File: config.mk
export PLATFORM = sky130hd
export DESIGN_NAME = gcd_cordic_cell
export DESIGN_NICKNAME = d
export VERILOG_FILES = /design/src/hdl/gcd_pkg.sv /design/src/hdl/gcd_cordic_cell.sv
export SDC_FILE = /design/constraint.sdc
export NUM_CORES = 1
export LEC_CHECK = 0
export ABC_AREA = 0
export ABC_CLOCK_PERIOD_IN_PS = 6200
export BUFFER_PORTS_ARGS = -buffer_cell sky130_fd_sc_hd__buf_2
export CORE_MARGIN = 1
export CORE_UTILIZATION = 55
export DETAILED_ROUTE_END_ITERATION = 12
export PLACE_DENSITY_LB_ADDON = 0.2
export SETUP_SLACK_MARGIN = 0.2
export SLEW_MARGIN = 20
export SYNTH_ARGS = -nofsm -noshare
export SYNTH_HDL_FRONTEND = slang
export SYNTH_SLANG_ARGS = --single-unit
File: constraint.sdc
create_clock -name clk -period 6.2 [get_ports clk]
set_clock_uncertainty 0.05 [all_clocks]
set_input_delay 0.31 -clock clk [delete_from_list [all_inputs] [get_ports clk]]
set_output_delay 0.31 -clock clk [all_outputs]
set_load 0.03 [all_outputs]
File: src/hdl/gcd_pkg.sv
`default_nettype none
package gcd_pkg;

  localparam int CW = 34;
  typedef logic signed [CW-1:0] cval_t;

  typedef struct packed {
    cval_t x;
    cval_t y;
    cval_t z;
  } cs_t;

  typedef struct packed {
    logic [63:0] v;
    logic [63:0] res;
  } sq_t;

  // pi / 180e6 in Q62, rounded
  localparam logic [36:0] RAD_K =
    37'((64'h6487ED5110B4611A + 64'd45000000) / 64'd90000000);
  localparam cval_t GAIN = 34'sd652032874;
  localparam logic [30:0] Q30_ONE = 31'd1073741824;
  localparam logic signed [27:0] LAT_LIM = 28'sd90000000;
  localparam logic signed [28:0] LON_LIM = 29'sd180000000;
  localparam logic signed [29:0] TURN = 30'sd360000000;
  localparam logic [30:0] DIST_MAX = 31'h7FFFFFFF;
  localparam logic [29:0] R100_RST = 30'd637100000;

  function automatic cval_t atan_q30(input int unsigned i);
    cval_t r;
    case (i)
      0: r = 34'sd843314856;
      1: r = 34'sd497837829;
      2: r = 34'sd263043836;
      3: r = 34'sd133525158;
      4: r = 34'sd67021686;
      5: r = 34'sd33543515;
      6: r = 34'sd16775850;
      7: r = 34'sd8388437;
      8: r = 34'sd4194282;
      9: r = 34'sd2097149;
      default: r = (i <= 30) ? cval_t'((64'd1 << (30 - i)) - 64'd1) : '0;
    endcase
    return r;
  endfunction

endpackage
`default_nettype wire

File: src/hdl/gcd_cordic_cell.sv
`default_nettype none
module gcd_cordic_cell import gcd_pkg::*; #(
  parameter int STEP = 0,
  parameter bit VEC = 1'b0
) (
  input  wire logic clk,
  input  wire logic en,
  input  wire cs_t  d,
  output cs_t       q
);

  localparam cval_t ANG = atan_q30(STEP);

  cval_t dx;
  cval_t dy;
  logic  dir;
  cs_t   nxt;

  // rotation steers on z, vectoring drives y toward zero
  always_comb begin
    dx = d.y >>> STEP;
    dy = d.x >>> STEP;
    dir = VEC ? d.y[CW-1] : !d.z[CW-1];
    if (dir) begin
      nxt.x = d.x - dx;
      nxt.y = d.y + dy;
      nxt.z = d.z - ANG;
    end else begin
      nxt.x = d.x + dx;
      nxt.y = d.y - dy;
      nxt.z = d.z + ANG;
    end
  end

  always_ff @(posedge clk) begin
    if (en) q <= nxt;
  end

endmodule
`default_nettype wire

==> summary.txt <==
Worst setup EP type: flip-flop
initial DRC count: 997
min Tclk post-route: 3660 ps
Placer Congestion: 0.960
Yosys top cell by area: edfxtp_1
top cells by count, synth: ha_1, a21oi_1, inv_1, edfxtp_1, nor2_1
gr usage total: 0.307
DRC: 0
ys flop type: edfxtp_1
Max VDD drop: 0.144 mV
synthesized area: 0.0105 mm²
remaining global-route overflow: 0
Yosys warnings: 0
# IOs: 206
Initial Utilization: 0.563
Die Y-Extent: 140 µm
Synth Net Count: 1,454
chip width: 140 µm
Final ANT Viol Nets: 0
RSZ-0062 raised after global routing: false
Hold WC Path Type: primary input to flip-flop
leakage: 5.37 nW
synth top area cells: edfxtp_1, ha_1, a21oi_1, xnor2_1, inv_1
WL final: 30,200 µm
Max Fclk: 273 MHz
Finished Layout Cells: 1,626
vias in the first global route: 9,133
HPWL Detailed: 23,600 µm
count leader, synth: ha_1
H-Tree Depth: 3
fin crit share: 0.591
vias after detailed routing: 10,000
syn avg cell area: 8.64 µm²
FP Rows: 50
Area Growth Syn to Fin: 13.6%
Synth top area share: 0.288
clock slew at reported path FFs: 70 ps
max reg flops: 101
Post-CTS Hold Buffers: 0
Data required, critical path: 6260 ps
worst hold slack: 69.4 ps
Largest regs: q: 101 flops
Setup Viol. Count Final: 0
Core Area: 0.0187 mm²
Pwr per Cell Area: 230 mW/mm²
crit path kind: primary input to flip-flop
Wirelength per Cell: 18.6 µm
status: finished, final reports clean
drt first pass iters: 6
TritonCTS Buffers: 9
Power, Total: 0.00275 W
largest net degree at the start of global routing: 73
clock root buffer: clkbuf_16
Worst EP arrival: 3730 ps
Final TNS setup: 0 ps
max-cap violations: 0
share of cells above drive strength 1: 0.179
Slew headroom: 0.222
Post-synth EDFFs: 101
Post-synth ARST share: 0
Nets: 1,621
clk buf depth: 2
worst-margin pin slew: 1150 ps
dpl cells: 1,608
synth unique cells: 77
Sink Count: 101
nature of the critical path startpoint: primary input
first-pass GRT wire length: 47,400 µm
clock tree from TritonCTS: yes
PortBufs: 205
Seq/Total Area, Yosys: 0.288
Syn Inst Count: 1,218
initial antenna violation count: 0
final slew viol count: 0
Biggest register: q
Vias/cell: 6.15
Hold Vio Cnt, Final: 0
Layout Utilization: 0.639
post-CTS setup buffers: 0
Post-CTS Resized: 0
Yosys reg bits: 101
crit path max fanout: 64
Die ar.: 0.0197 mm²
-- critical path, cell delays in order --
cell and delay (ps):
buf_4 400, buf_4 670, ha_1 410, o21ai_0 100, nor2_1 90, o31a_1 300, a211o_1 310, a311o_1 460
a21oi_4 210, nor3_1 70, or3b_1 350
-- area by class of cell --
cell class / count / area [µm²]
Timing Repair Buffer: 208 / 1050
Sequential cell: 101 / 3030
Tap cell: 234 / 293
Fill cell: 1625 / 6760
Clock buffer: 9 / 225
Clock inverter: 7 / 83.8
Multi-Input combinational cell: 950 / 6830
Inverter: 115 / 432
Antenna cell: 2 / 5.00
-- power by group --
part	leakage (nW)	total, W	internal (W)	switching, W
clock network	0.153	0.000614	0.000321	0.000293
registers	0.989	0.000932	0.000903	0.0000287
logic	4.23	0.00120	0.000402	0.000798
total	5.37	0.00275	0.00163	0.00112
-- layer usage --
metal  wire length, µm  vias up  global-route usage  part of all wire
li1                  -     4787                   -                 -
met1             13500     4648               0.425              0.45
met2             13500      509               0.485              0.45
met3              2530       56              0.0482             0.084
met4               733        0               0.108             0.024
met5                 0        -                   0                 0
-- layout by cell type, fill, tap and decap left out, types with 15 or more instances in the layout --
cell type  synthesis  layout
ha_1             128     128
nand4_1           18      18
o211ai_1          17      17
nor2b_1           17      17
nor3_1            22      22
nand3_1           25      25
buf_2             18     203
edfxtp_1         101     101
a21o_1            38      38
a21oi_1          127     127
xor2_1            15      15
nor2_1            99      99
a211oi_1          21      21
nand2_1           56      56
mux2i_1           18      18
o31ai_1           17      17
o21ai_0           71      71
o21a_1            19      19
xnor2_1           68      68
o21bai_1          19      19
inv_1            113     113
-- path summary, 6_finish.rpt --
path / startpoint / end / slack, ps / cells after the start
worst min-delay path: d[1] / q[1] / 70 / 1
worst max-delay path: d[33] / q[29] / 2540 / 11
-- per-stage QoR --
stage / cell area [µm²] / setup WS, ps
2_1_floorplan: 10500 / 2600
3_3_place_gp: 11600 / 2210
3_5_place_dp: 11600 / 2200
4_1_cts: 11900 / 2590
5_1_grt: 11900 / 2390
6_report: 12000 / 2540
-- logic make-up (layout without fill, tap and decap cells) --
family	after synthesis	count (layout)	share of synthesized area
AO/OA/AOI/OAI	417	417	0.263
AND/OR/NAND/NOR	300	300	0.140
buffers and inverters	167	339	0.0631
adder cells (fa/ha/maj)	132	132	0.160
flip-flops	101	101	0.288
XOR/XNOR	83	83	0.0691
multiplexers	18	18	0.0171
other	0	2	0
Note: power is estimated with default switching activity, not from simulation.
