### src/hdl/gcd_pkg.sv
`default_nettype none
package gcd_pkg;

  localparam int CW = 34;
  typedef logic signed [CW-1:0] cval_t;

  typedef struct packed {
    cval_t x;
    cval_t y;
    cval_t z;
  } cs_t;

  typedef struct packed {
    logic [63:0] v;
    logic [63:0] res;
  } sq_t;

  // pi / 180e6 in Q62, rounded
  localparam logic [36:0] RAD_K =
    37'((64'h6487ED5110B4611A + 64'd45000000) / 64'd90000000);
  localparam cval_t GAIN = 34'sd652032874;
  localparam logic [30:0] Q30_ONE = 31'd1073741824;
  localparam logic signed [27:0] LAT_LIM = 28'sd90000000;
  localparam logic signed [28:0] LON_LIM = 29'sd180000000;
  localparam logic signed [29:0] TURN = 30'sd360000000;
  localparam logic [30:0] DIST_MAX = 31'h7FFFFFFF;
  localparam logic [29:0] R100_RST = 30'd637100000;

  function automatic cval_t atan_q30(input int unsigned i);
    cval_t r;
    case (i)
      0: r = 34'sd843314856;
      1: r = 34'sd497837829;
      2: r = 34'sd263043836;
      3: r = 34'sd133525158;
      4: r = 34'sd67021686;
      5: r = 34'sd33543515;
      6: r = 34'sd16775850;
      7: r = 34'sd8388437;
      8: r = 34'sd4194282;
      9: r = 34'sd2097149;
      default: r = (i <= 30) ? cval_t'((64'd1 << (30 - i)) - 64'd1) : '0;
    endcase
    return r;
  endfunction

endpackage
`default_nettype wire

### src/hdl/gcd_sqrt_cell.sv
`default_nettype none
module gcd_sqrt_cell import gcd_pkg::*; #(
  parameter int STEP = 0
) (
  input  wire logic clk,
  input  wire logic en,
  input  wire sq_t  d,
  output sq_t       q
);

  localparam logic [63:0] BITV = 64'd1 << (62 - 2 * STEP);

  logic [63:0] trial;
  sq_t         nxt;

  always_comb begin
    trial = d.res + BITV;
    if (d.v >= trial) begin
      nxt.v = d.v - trial;
      nxt.res = (d.res >> 1) + BITV;
    end else begin
      nxt.v = d.v;
      nxt.res = d.res >> 1;
    end
  end

  always_ff @(posedge clk) begin
    if (en) q <= nxt;
  end

endmodule
`default_nettype wire

### config.mk
export PLATFORM = sky130hd
export DESIGN_NAME = gcd_sqrt_cell
export DESIGN_NICKNAME = d
export VERILOG_FILES = /design/src/hdl/gcd_pkg.sv /design/src/hdl/gcd_sqrt_cell.sv
export SDC_FILE = /design/constraint.sdc
export NUM_CORES = 1
export LEC_CHECK = 0
export BUFFER_PORTS_ARGS = -buffer_cell sky130_fd_sc_hd__buf_2
export CORE_MARGIN = 4
export CORE_UTILIZATION = 57
export CTS_CLUSTER_DIAMETER = 50
export CTS_CLUSTER_SIZE = 40
export DETAILED_ROUTE_END_ITERATION = 6
export GPL_TIMING_DRIVEN = 1
export PLACE_DENSITY_LB_ADDON = 0.3
export REMOVE_ABC_BUFFERS = 1
export SLEW_MARGIN = 10
export SYNTH_ARGS = -nofsm -noshare
export SYNTH_HDL_FRONTEND = slang
export SYNTH_SLANG_ARGS = --single-unit
### constraint.sdc
create_clock -name clk -period 4.5 [get_ports clk]
set_input_delay 0.225 -clock clk [delete_from_list [all_inputs] [get_ports clk]]
set_output_delay 0.225 -clock clk [all_outputs]
set_load 0.005 [all_outputs]
==> out/results.txt <==
cell mode on critical path: a21oi_1
total wire length: 23.97 mm
gr ovfl total: 0
run status: finished, final reports clean
synthesis-stage register bit count: 128
sequential share of power: 0.379
first-pass GRT wire length: 37.94 mm
WS Path Type: in -> reg
I/O Pins: 258
Total Power: 4024 uW
Post-synth EDFFs: 128
DP Wirelength: 17.85 mm
unrepaired setup endpoints after global routing: false
Top FF cell, synth: edfxtp_1
routed via count: 7830
Clock Tree Root: clkbuf_16
Clock power frac: 0.354
post-synthesis area per instance: 9.728 um^2
Slowest Stage Delay on Critical Path: 710 ps
Required @ worst endpoint: 4750 ps
endpoints failing setup: 0
Synth top area share: 0.4464
register area: 3844 um^2
port buffer count: 257
crit-path cells: dlygate4sd3_1 -> buf_2 -> inv_1 -> ha_1 -> o211ai_1 -> a21oi_1 -> o41ai_1 -> nand4bb_1 -> a31oi_1 -> o21ai_1 -> a21oi_1 -> o21ai_0 -> and4_1 -> nor3_1
Sink Count: 128
drt initial violations: 719
top flop regs: q x128
most frequent cell after synthesis: edfxtp_1
Starting Density: 0.5879
# DRC: 0
core area: 14640 um^2
Peak VDD IR: 0.2567 mV
Max Cap Viol: 0
layout cell share with drive strength beyond 1: 0.2594
CP max stage cell: o41ai_1
H-tree depth: 4
Switching Share: 0.2834
area leader, netlist: edfxtp_1
Multi-input gate area: 4319 um^2
Critical Path Fanout Max: 6
Num CTS Buffers: 17
initial antenna violation count: 2
tightest hold margin: 14.57 ps
Setup TNS: 0 ps
Bufs and invs on worst path: 3
yosys warns: 0
Final #Nets: 1375
CP top delay family: compound AO/OA/AOI/OAI gates
std cell rows: 44
power density cells: 361.2 nW/um^2
Pint: 2883 uW
max FFs per register: 128
TritonCTS clock tree: built
Max Clk Rate: 251.1 MHz
Least-Margin Pin Slew: 842.7 ps
die area: 17130 um^2
number of fill cells: 1046
First-pass DRT Iterations: 5
antenna-violating nets left: 0
post-route minimum period: 3982 ps
P_sw: 1140 uW
Pleak: 0.005163 uW
via/cell ratio: 5.686
Logic pwr share: 0.266
GRT Resource Usage Total: 0.2824
top cells by area, synth: edfxtp_1 (45%), ha_1 (9.3%), a21oi_1 (6.5%)
Hold WC Path Type: in -> reg
Slew Limit Fails: 0
CP endpoint kind: register
die width: 130.9 um
GPL Wtd Cong: 0.9152
Arr. time, crit path: 4240 ps
largest net degree at the start of global routing: 93
Final Hold Viols: 0
deepest clock path buffer count: 2
Tcrit/Tclk final: 0.8849
post-CTS setup buffer count: 0
FFs w/ async S/R, synth: 0
register area share after synthesis: 0.4464
synth cell count leaders: edfxtp_1 (128), a21oi_1 (111), nor2_1 (82)
Cell Area, Synth: 8610 um^2
DIE HEIGHT: 130.9 um
number of global-route vias before repair: 7652
CTS clk-pin slew, worst paths: 50 ps
post-synth cell types: 58
Worst Setup Start Kind: primary input
Syn Inst Count: 885
Most flops, register: q
relative slew slack: 0.4382
synthesis-to-layout area growth: 29.40%
Avg WL per Cell: 17.40 um
-- through the flow --
step	cells	setup WS, ps	util	cell area (um^2)
detailed placement	1295	702.1	0.6853	10040
floorplan	848	-1362	-	8456
global route	1376	116.4	0.7606	11140
CTS	1375	608.2	0.7604	11140
finish	1377	517.9	0.7608	11140
global placement	1295	818.3	0.6853	10040
-- kinds of logic (layout without fill, tap and decap cells) --
kind of cell    Yosys count  after routing  synth area share
xor+xnor                 56             56           0.05697
compound gates          272            272            0.1981
simple gates            234            234            0.1318
buf+inv                 115            421           0.05188
fa+ha+maj                65             65           0.09534
mux                      15             15           0.01947
flops                   128            128            0.4464
other cells               0              2                 0
-- power by group through the flow --
stage	sequential (uW)	clock, uW	combinational [uW]
5_1_grt	1540	1500	1190
6_report	1530	1430	1070
3_3_place_gp	1550	0	996
3_5_place_dp	1550	0	1020
4_1_cts	1530	1450	1060
2_1_floorplan	1570	0	610
-- repair_timing --
| action | 4_1_cts | 5_1_grt |
|---|---|---|
| resized for setup | 0 | 0 |
| endpoints found under the hold margin | 50 | 0 |
| hold buffers | 50 | 0 |
-- metal layers --
metal  up-vias  track usage  wire length [um]
met5         -            0                12
met4         2       0.1010               559
met3        45      0.06789              1810
met2       301       0.4641             11630
met1      3653       0.3659              9957
li1       3829            -                 -
-- cell usage in the layout, fill, tap and decap left out, drive strengths merged, types with 11 or more instances in the layout --
master,Yosys,final
buf,11,263
edfxtp,128,128
a21oi,111,111
nor2,82,82
inv,78,78
ha,64,64
nand2,52,52
dlygate4sd3,0,50
a21o,49,49
o21ai,43,43
xnor2,36,36
xor2,20,20
clkbuf,26,19
nand4,18,18
nand3,14,14
mux2,14,14
and3,13,13
nor3,12,12
o21bai,11,11
-- cell type report --
cell class | count | area share
Timing Repair Buffer | 313 | 0.1661
Multi-Input combinational cell | 642 | 0.3877
Inverter | 78 | 0.02628
Antenna cell | 2 | 0.0004492
Tap cell | 184 | 0.02066
Clock inverter | 11 | 0.01494
Clock buffer | 19 | 0.03886
Sequential cell | 128 | 0.3450
-- path summary, 6_finish.rpt --
kind	cells past startpoint	start	endpoint
setup / recovery	14	d[3]	q[124]$_DFFE_PP_
hold / removal	1	d[31]	q[30]$_DFFE_PP_
No activity file was read; power rests on OpenSTA's default activity.
